==> src/hdl/firc_pkg.sv <==
package firc_pkg;

   localparam int DEF_MAX_TAPS = 16;
   localparam int SAMPLE_W     = 16;
   localparam int COEF_W       = 16;
   localparam int PROD_W       = SAMPLE_W + COEF_W;
   localparam int ACC_W        = 36;
   localparam int TAP_CNT_W    = 5;
   localparam int IDX_W        = 4;

   localparam logic [TAP_CNT_W-1:0] TAP_CNT_RESET = TAP_CNT_W'(16);

   typedef enum logic {
      CMD_SAMPLE = 1'b0,
      CMD_COEF   = 1'b1
   } firc_cmd_type;

   typedef struct packed {
      firc_cmd_type               command;
      logic [IDX_W-1:0]           coef_index;
      logic signed [SAMPLE_W-1:0] value;
   } firc_req_type;

   typedef struct packed {
      logic signed [ACC_W-1:0] filtered;
   } firc_rsp_type;

   typedef struct packed {
      logic prod_load;
      logic sum_load;
      logic clear;
   } firc_ctrl_type;

endpackage

==> src/hdl/firc_cell.sv <==
module firc_cell
   import firc_pkg::*;
(
   input  logic                       clock,
   input  logic                       reset,
   input  firc_ctrl_type              ctrl,
   input  logic                       active,
   input  logic                       coef_we,
   input  logic signed [SAMPLE_W-1:0] value,
   input  logic signed [ACC_W-1:0]    sum_next,
   output logic signed [ACC_W-1:0]    sum_out
);

   logic signed [COEF_W-1:0] coef_ff, coef_in;
   logic signed [PROD_W-1:0] prod_ff, prod_in;
   logic signed [ACC_W-1:0]  sum_ff, sum_in;

   always_comb begin
      coef_in = coef_ff;
      if (coef_we) begin
         coef_in = COEF_W'(value);
      end
   end

   always_comb begin
      prod_in = prod_ff;
      if (ctrl.prod_load) begin
         prod_in = active ? PROD_W'(coef_ff * value) : '0;
      end
   end

   always_comb begin
      sum_in = sum_ff;
      if (ctrl.clear) begin
         sum_in = '0;
      end else if (ctrl.sum_load) begin
         sum_in = ACC_W'(prod_ff) + sum_next;
      end
   end

   always_ff @(posedge clock) begin
      if (reset) begin
         coef_ff <= '0;
         sum_ff  <= '0;
      end else begin
         coef_ff <= coef_in;
         sum_ff  <= sum_in;
      end
   end

   always_ff @(posedge clock) begin
      prod_ff <= prod_in;
   end

   assign sum_out = sum_ff;

endmodule

==> config.mk <==
export PLATFORM = sky130hd
export DESIGN_NAME = firc_cell
export DESIGN_NICKNAME = d
export VERILOG_FILES = /design/src/hdl/firc_pkg.sv /design/src/hdl/firc_cell.sv
export SDC_FILE = /design/constraint.sdc
export NUM_CORES = 1
export LEC_CHECK = 0
export ABC_AREA = 0
export BUFFER_PORTS_ARGS = -buffer_cell sky130_fd_sc_hd__buf_2
export CAP_MARGIN = 15
export CORE_ASPECT_RATIO = 0.75
export CORE_UTILIZATION = 25
export CTS_BUF_LIST = sky130_fd_sc_hd__clkbuf_16
export DETAILED_ROUTE_END_ITERATION = 12
export GPL_TIMING_DRIVEN = 0
export HOLD_SLACK_MARGIN = 0.08
export PLACE_DENSITY_LB_ADDON = 0.15
export SYNTH_ARGS = -nofsm -noshare
export SYNTH_HDL_FRONTEND = slang
export SYNTH_SLANG_ARGS = --single-unit
export TNS_END_PERCENT = 5
==> constraint.sdc <==
create_clock -name clock -period 8.5 [get_ports clock]
set_input_delay 0.425 -clock clock [delete_from_list [all_inputs] [get_ports clock]]
set_output_delay 0.425 -clock clock [all_outputs]
set_load 0.02 [all_outputs]
==> impl_metrics.tcl, run 1 <==
set metrics [dict create \
    utilization 0.2865 \
    hold_buffers 0 \
    p_comb_frac 0.755 \
    powerDensity_nw_per_um2 270.4 \
    tightest_slew_ns 0.9837 \
    synth-simple-area-share 0.1561 \
    synth_fa_ha_area_frac 0.4649 \
    slew_headroom 0.3442 \
    initial_core_util 0.2558 \
    yosysSeqAreaShare 0.1383 \
    wirelength_um 42760 \
    hold_path.class "primary input to flop" \
    cts_resized 0 \
    irDropWorstVdd_v 0.0002116 \
    die_height_um 210.4 \
    numCtsBuffers 9 \
    synthMuxAreaShare 0.03052 \
    synth_compound_area_frac 0.07841 \
    crit_arrival_ns 7.38 \
    first_pass_iters 6 \
    antennaDiodeCount 0 \
    finalMaxSlewViolations 0 \
    yosys.area_share.xor_xnor 0.03631 \
    coreArea_sq_um 56590 \
    period_needed_ns 7.261 \
    hold_viol_final 0 \
    port_buffers 89 \
    cts_root_buf "clkbuf_16" \
    r2r_end "prod_ff[31]" \
    worstSkewPairLatency_ns 0.37 \
    switchingPower_w 0.002192 \
    reg2reg_setup_slack_ns 1.24 \
    rows 75 \
    multi_input_area_sq_um 11090 \
    dpl.hpwl_um 36460 \
    drive_gt1_frac 0.06810 \
    ctsLongestPathBuffers 2 \
    detail_route.wl_per_cell_um 17.50 \
    synth_top_family_by_area "adder cells" \
    cp.required_ns 8.62 \
    synth-seq-cells 84 \
    drt_iter0_drc 578 \
    yosys_warnings 0 \
    tns_ns 0 \
    netlist_area_sq_um 14470 \
    switching_share 0.5000 \
    globalplace.congestion 0.8368 \
    grt_pass1_wl_um 67680 \
    status "completed" \
    final-setup-viol-count 0 \
    fmax_ghz 0.1377 \
    regArea_sq_um 2002 \
    synth_edf_count 32 \
    power_w 0.004384 \
    yosys.cell_types.count 59 \
    setup.worst_path.end "prod_ff[31]" \
    num-fill-cells 6106 \
    syn_avg_cell_area_sq_um 9.225 \
    crit_path_end_kind "flop" \
    cp_max_fo 10 \
    viasPerCell 4.334 \
    syn_nets 2008 \
    cts.sinks 84 \
    power_frac_seq 0.140 \
    grt_pass1_vias 11480 \
    nNetsFinal 2108 \
    ant_nets 0 \
    internal_power_w 0.002192 \
    cp-start-kind "flop" \
    ys_async_sr_fraction 0 \
    grtUsageTotal 0.1522 \
    grt_overflow 0 \
    die_x_um 279.8 \
    rsz0062_at_grt "no" \
    p_clk_frac 0.105 \
    cts_tree "yes" \
    synthCells 1569 \
    htreeDepth 3 \
    clk_pin_slew_ns 0.08 \
    period_share 0.8542 \
    grt_max_degree 33 \
    critPathKind "flop to flop" \
    dieArea_sq_um 58870 \
    r2r_cells 21 \
    drc 0 \
    antenna_found_initial 2 \
    cap_violations 0 \
    reg2reg_from "coef_ff[12]" \
    whs_ns 0.4382 \
    cts_setup_buffers 0 \
    num_vias 10590 \
    area_delta_synth_final_pct 12.02 \
    startpoint "coef_ff[12]" \
    leakage_nw 7.903 \
    synthFlopType "dfxtp_1" \
    ios 95 \
    finClkSkew_ns 0.01090 \
]
==> per-stage QoR <==
step           cells  setup WS, ns  area [sq um]
2_1_floorplan   1569         2.294         14470
3_3_place_gp    2428        0.8424         15880
3_5_place_dp    2428        0.8795         15880
4_1_cts         2444         1.228         16210
5_1_grt         2444        0.8149         16210
6_report        2444         1.239         16210
==> worst min path at each step <==
stage	cells after the start	to	slack, ns	startpoint
6_report	3	coef_ff[1]	0.44	value[1]
3_5_place_dp	2	sum_out[34]	0.44	sum_out[34]
3_3_place_gp	2	sum_out[33]	0.44	sum_out[33]
2_1_floorplan	2	sum_out[21]	0.52	sum_out[21]
5_1_grt	3	coef_ff[6]	0.46	value[6]
4_1_cts	3	coef_ff[1]	0.41	value[1]
==> cell usage in the layout (no fill, tap or decap), types with 32 or more instances in the layout <==
master    synthesis  final
a21oi_1          50     50
and2_1          131    131
buf_2             0     89
clkbuf_1         46     46
dfxtp_1          52     52
edfxtp_1         32     32
fa_1            263    263
ha_1            117    117
inv_1           316    316
mux2i_1          43     43
nand2_1         149    149
nor2_1           91     91
xnor2_1          34     34
==> power by group through the flow <==
| stage | Clock, W | Combinational, W | Sequential (W) |
|---|---|---|---|
| floorplan | 0 | 0.00237 | 0.000634 |
| global route | 0.000495 | 0.00376 | 0.000627 |
| detailed placement | 0 | 0.00331 | 0.000627 |
| finish | 0.000459 | 0.00331 | 0.000615 |
| CTS | 0.000481 | 0.00333 | 0.000617 |
| global placement | 0 | 0.00329 | 0.000626 |
==> per-layer routing <==
metal	vias up	GRT usage	wire length (um)
met4	2	0.02544	466
li1	5086	-	-
met2	213	0.2281	17360
met3	25	0.02039	1763
met5	-	0	13
met1	5267	0.2329	23160
==> synthesized netlist by cell type (9+ instances only) <==
cell / count / area, sq um
a21o_1: 26 / 195.2
dfxtp_1: 52 / 1041
xor2_1: 26 / 227.7
xnor2_1: 34 / 297.8
o21ai_0: 17 / 85.08
a21oi_1: 50 / 250.2
a211oi_1: 9 / 67.56
nand2_1: 149 / 559.3
and2_1: 131 / 819.5
nor3_1: 14 / 70.07
o211ai_1: 11 / 82.58
edfxtp_1: 32 / 960.9
ha_1: 117 / 1464
inv_1: 316 / 1186
nand2b_1: 22 / 137.6
o21ai_1: 23 / 115.1
nand3_1: 15 / 75.07
nor2_1: 91 / 341.6
mux2i_1: 43 / 430.4
fa_1: 263 / 5265
clkbuf_1: 46 / 172.7
==> critical path, stage by stage (launching register included) <==
cell and delay [ns]:
dfxtp_1 0.61, clkbuf_1 0.56, nand2_1 0.18, fa_1 0.53, fa_1 0.50, fa_1 0.63
inv_1 0.08, fa_1 0.50, fa_1 0.49, inv_1 0.05, fa_1 0.47, inv_1 0.04
ha_1 0.36, and2_1 0.17, nand3_1 0.13, nor3_1 0.25, o211a_1 0.27, o21bai_1 0.14
a31oi_1 0.31, o21ai_1 0.15, a21oi_1 0.25, mux2_1 0.36
==> flip-flops by register name (all words and copies together), names as in the netlist <==
signal   count
coef_ff     16
prod_ff     32
sum_out     36
==> logic make-up (layout without fill, tap and decap cells) <==
family | count (synthesis) | after routing
flip-flops | 84 | 84
AO/OA/AOI/OAI | 176 | 176
multiplexers | 44 | 44
XOR/XNOR | 60 | 60
buffers and inverters | 366 | 471
adder cells (fa/ha/maj) | 380 | 380
AND/OR/NAND/NOR | 459 | 459
==> cell type report <==
type                    count  area share
multi-input cells        1119      0.6841
clock buffers               9     0.01389
plain buffers              50     0.01204
flip-flops and latches     84      0.1235
inverters                 316     0.07316
clock inverters             7    0.006483
repair buffers             89     0.02747
well taps                 770     0.05942
Note: power is estimated with default switching activity, not from simulation.
==> inputs of run 2 (changes only) <==
--- a/config.mk
+++ b/config.mk
@@ -14,6 +14,7 @@
 export DETAILED_ROUTE_END_ITERATION = 12
 export GPL_TIMING_DRIVEN = 0
 export HOLD_SLACK_MARGIN = 0.08
+export MAX_ROUTING_LAYER = met4
 export PLACE_DENSITY_LB_ADDON = 0.15
 export SYNTH_ARGS = -nofsm -noshare
 export SYNTH_HDL_FRONTEND = slang
==> impl_metrics.tcl, run 2 (synthesis gave the netlist of run 1 again) <==
set metrics [dict create \
    reg2reg_from "coef_ff[12]" \
    cts_setup_buffers 0 \
    layout_common_cells "inv_1 (316), fa_1 (263), nand2_1 (149)" \
    ios 95 \
    crit_arrival_ns 7.38 \
    tns_ns 0 \
    hold_end "coef_ff[1]" \
    tightest_slew_ns 1.025 \
    dieArea_sq_um 58870 \
    cts_tree "yes" \
    grt_max_degree 33 \
    clk_pin_slew_ns 0.08 \
    drive_gt1_frac 0.06810 \
    dpl.hpwl_um 36460 \
    num-fill-cells 6105 \
    wirelength_um 42760 \
    slew_headroom 0.3166 \
    ctsLongestPathBuffers 2 \
    cts_resized 0 \
    utilization 0.2866 \
    viasPerCell 4.327 \
    grt_pass1_wl_um 67790 \
    period_share 0.8533 \
    period_needed_ns 7.253 \
    r2r_end "prod_ff[31]" \
    area_delta_synth_final_pct 12.03 \
    hold_path.class "primary input to flop" \
    setup_ws_ns 1.247 \
    hp-start "value[1]" \
    globalplace.congestion 0.8497 \
    r2r_cells 21 \
    largest_reg_flops 36 \
    reg2reg_setup_slack_ns 1.25 \
    nNetsFinal 2108 \
    antenna_found_initial 2 \
    worstSkewPairLatency_ns 0.37 \
    irDropWorstVdd_v 0.0002151 \
    initial_core_util 0.2558 \
    drt_iter0_drc 578 \
    finClkSkew_ns 0.009212 \
    ant_nets 0 \
    leakage_nw 7.903 \
    num_vias 10580 \
    htreeDepth 3 \
    cts.sinks 84 \
    dp_slack_ns 0.8795 \
    first_pass_iters 5 \
    cap_violations 0 \
    finalMaxSlewViolations 0 \
    grt_pass1_vias 11440 \
    numCtsBuffers 9 \
    detail_route.wl_per_cell_um 17.49 \
    coreArea_sq_um 56590 \
    post_dp_cell_area_sq_um 15880 \
    hold_buffers 0 \
    die_x_um 279.8 \
    cts_root_buf "clkbuf_16" \
    design_area_sq_um 16220 \
    crit_path_end_kind "flop" \
    status "completed" \
    hold_viol_final 0 \
    startpoint "coef_ff[12]" \
    grt_overflow 0 \
    final-setup-viol-count 0 \
    grtUsageTotal 0.1569 \
    cp.required_ns 8.62 \
    fmax_ghz 0.1379 \
    cp-start-kind "flop" \
    powerDensity_nw_per_um2 270.7 \
    rows 75 \
    port_buffers 89 \
    die_height_um 210.4 \
    critPathKind "flop to flop" \
    drc 0 \
    cp_max_fo 10 \
    min_path_cells 3 \
    layout_commonest_cell "inv_1" \
    rsz0062_at_grt "no" \
]
[run 2: cell count changes in the layout (fill, tap and decap cells not counted), sizes merged]
cell / delta
diode: +1
[run 2: where the power goes]
group          leakage (nW)  switching [W]  internal [W]
registers             0.752      0.0000518      0.000564
logic                  6.99        0.00195       0.00136
clock network         0.164       0.000197      0.000264
total                  7.90        0.00220       0.00219
[run 2: worst max path at each step]
stage / to / depth (start not counted)
4_1_cts: prod_ff[31] / 21
3_3_place_gp: prod_ff[31] / 24
5_1_grt: prod_ff[31] / 23
3_5_place_dp: prod_ff[31] / 24
6_report: prod_ff[31] / 21
2_1_floorplan: prod_ff[31] / 24
[run 2: worst max-delay path: stages (launching register included)]
cell and delay, ns:
dfxtp_1 0.60, clkbuf_1 0.55, nand2_1 0.18, fa_1 0.53
fa_1 0.50, fa_1 0.63, inv_1 0.08, fa_1 0.50
fa_1 0.49, inv_1 0.05, fa_1 0.47, inv_1 0.04
ha_1 0.36, and2_1 0.17, nand3_1 0.13, nor3_1 0.25
o211a_1 0.27, o21bai_1 0.14, a31oi_1 0.30, o21ai_1 0.15
a21oi_1 0.25, mux2_1 0.36
[run 2: through the flow]
stage          hold slack, ns  power (W)  cells
3_3_place_gp           0.4374   0.003918   2428
4_1_cts                0.4119   0.004429   2444
6_report               0.4359   0.004389   2445
2_1_floorplan          0.5229   0.003004   1569
3_5_place_dp           0.4385   0.003935   2428
5_1_grt                0.4485   0.004886   2445
[run 2: area by class of cell]
cell class                      count  area, sq um  share of cell area
Antenna cell                        1        2.502           0.0001543
Tap cell                          770        963.4             0.05941
Sequential cell                    84         2002              0.1235
Buffer                             50        195.2             0.01204
Clock buffer                        9        225.2             0.01389
Multi-Input combinational cell   1119        11090              0.6839
Timing Repair Buffer               89        445.4             0.02747
Clock inverter                      7        105.1            0.006481
Inverter                          316         1186             0.07315
[run 2: per-layer routing]
metal / up-vias / routed length [um] / track usage / part of all wire
li1: 5088 / - / - / -
met1: 5261 / 23370 / 0.2345 / 0.55
met2: 210 / 17340 / 0.2276 / 0.41
met3: 21 / 1621 / 0.02150 / 0.038
met4: 0 / 437 / 0.02205 / 0.010
met5: - / 0 / - / 0
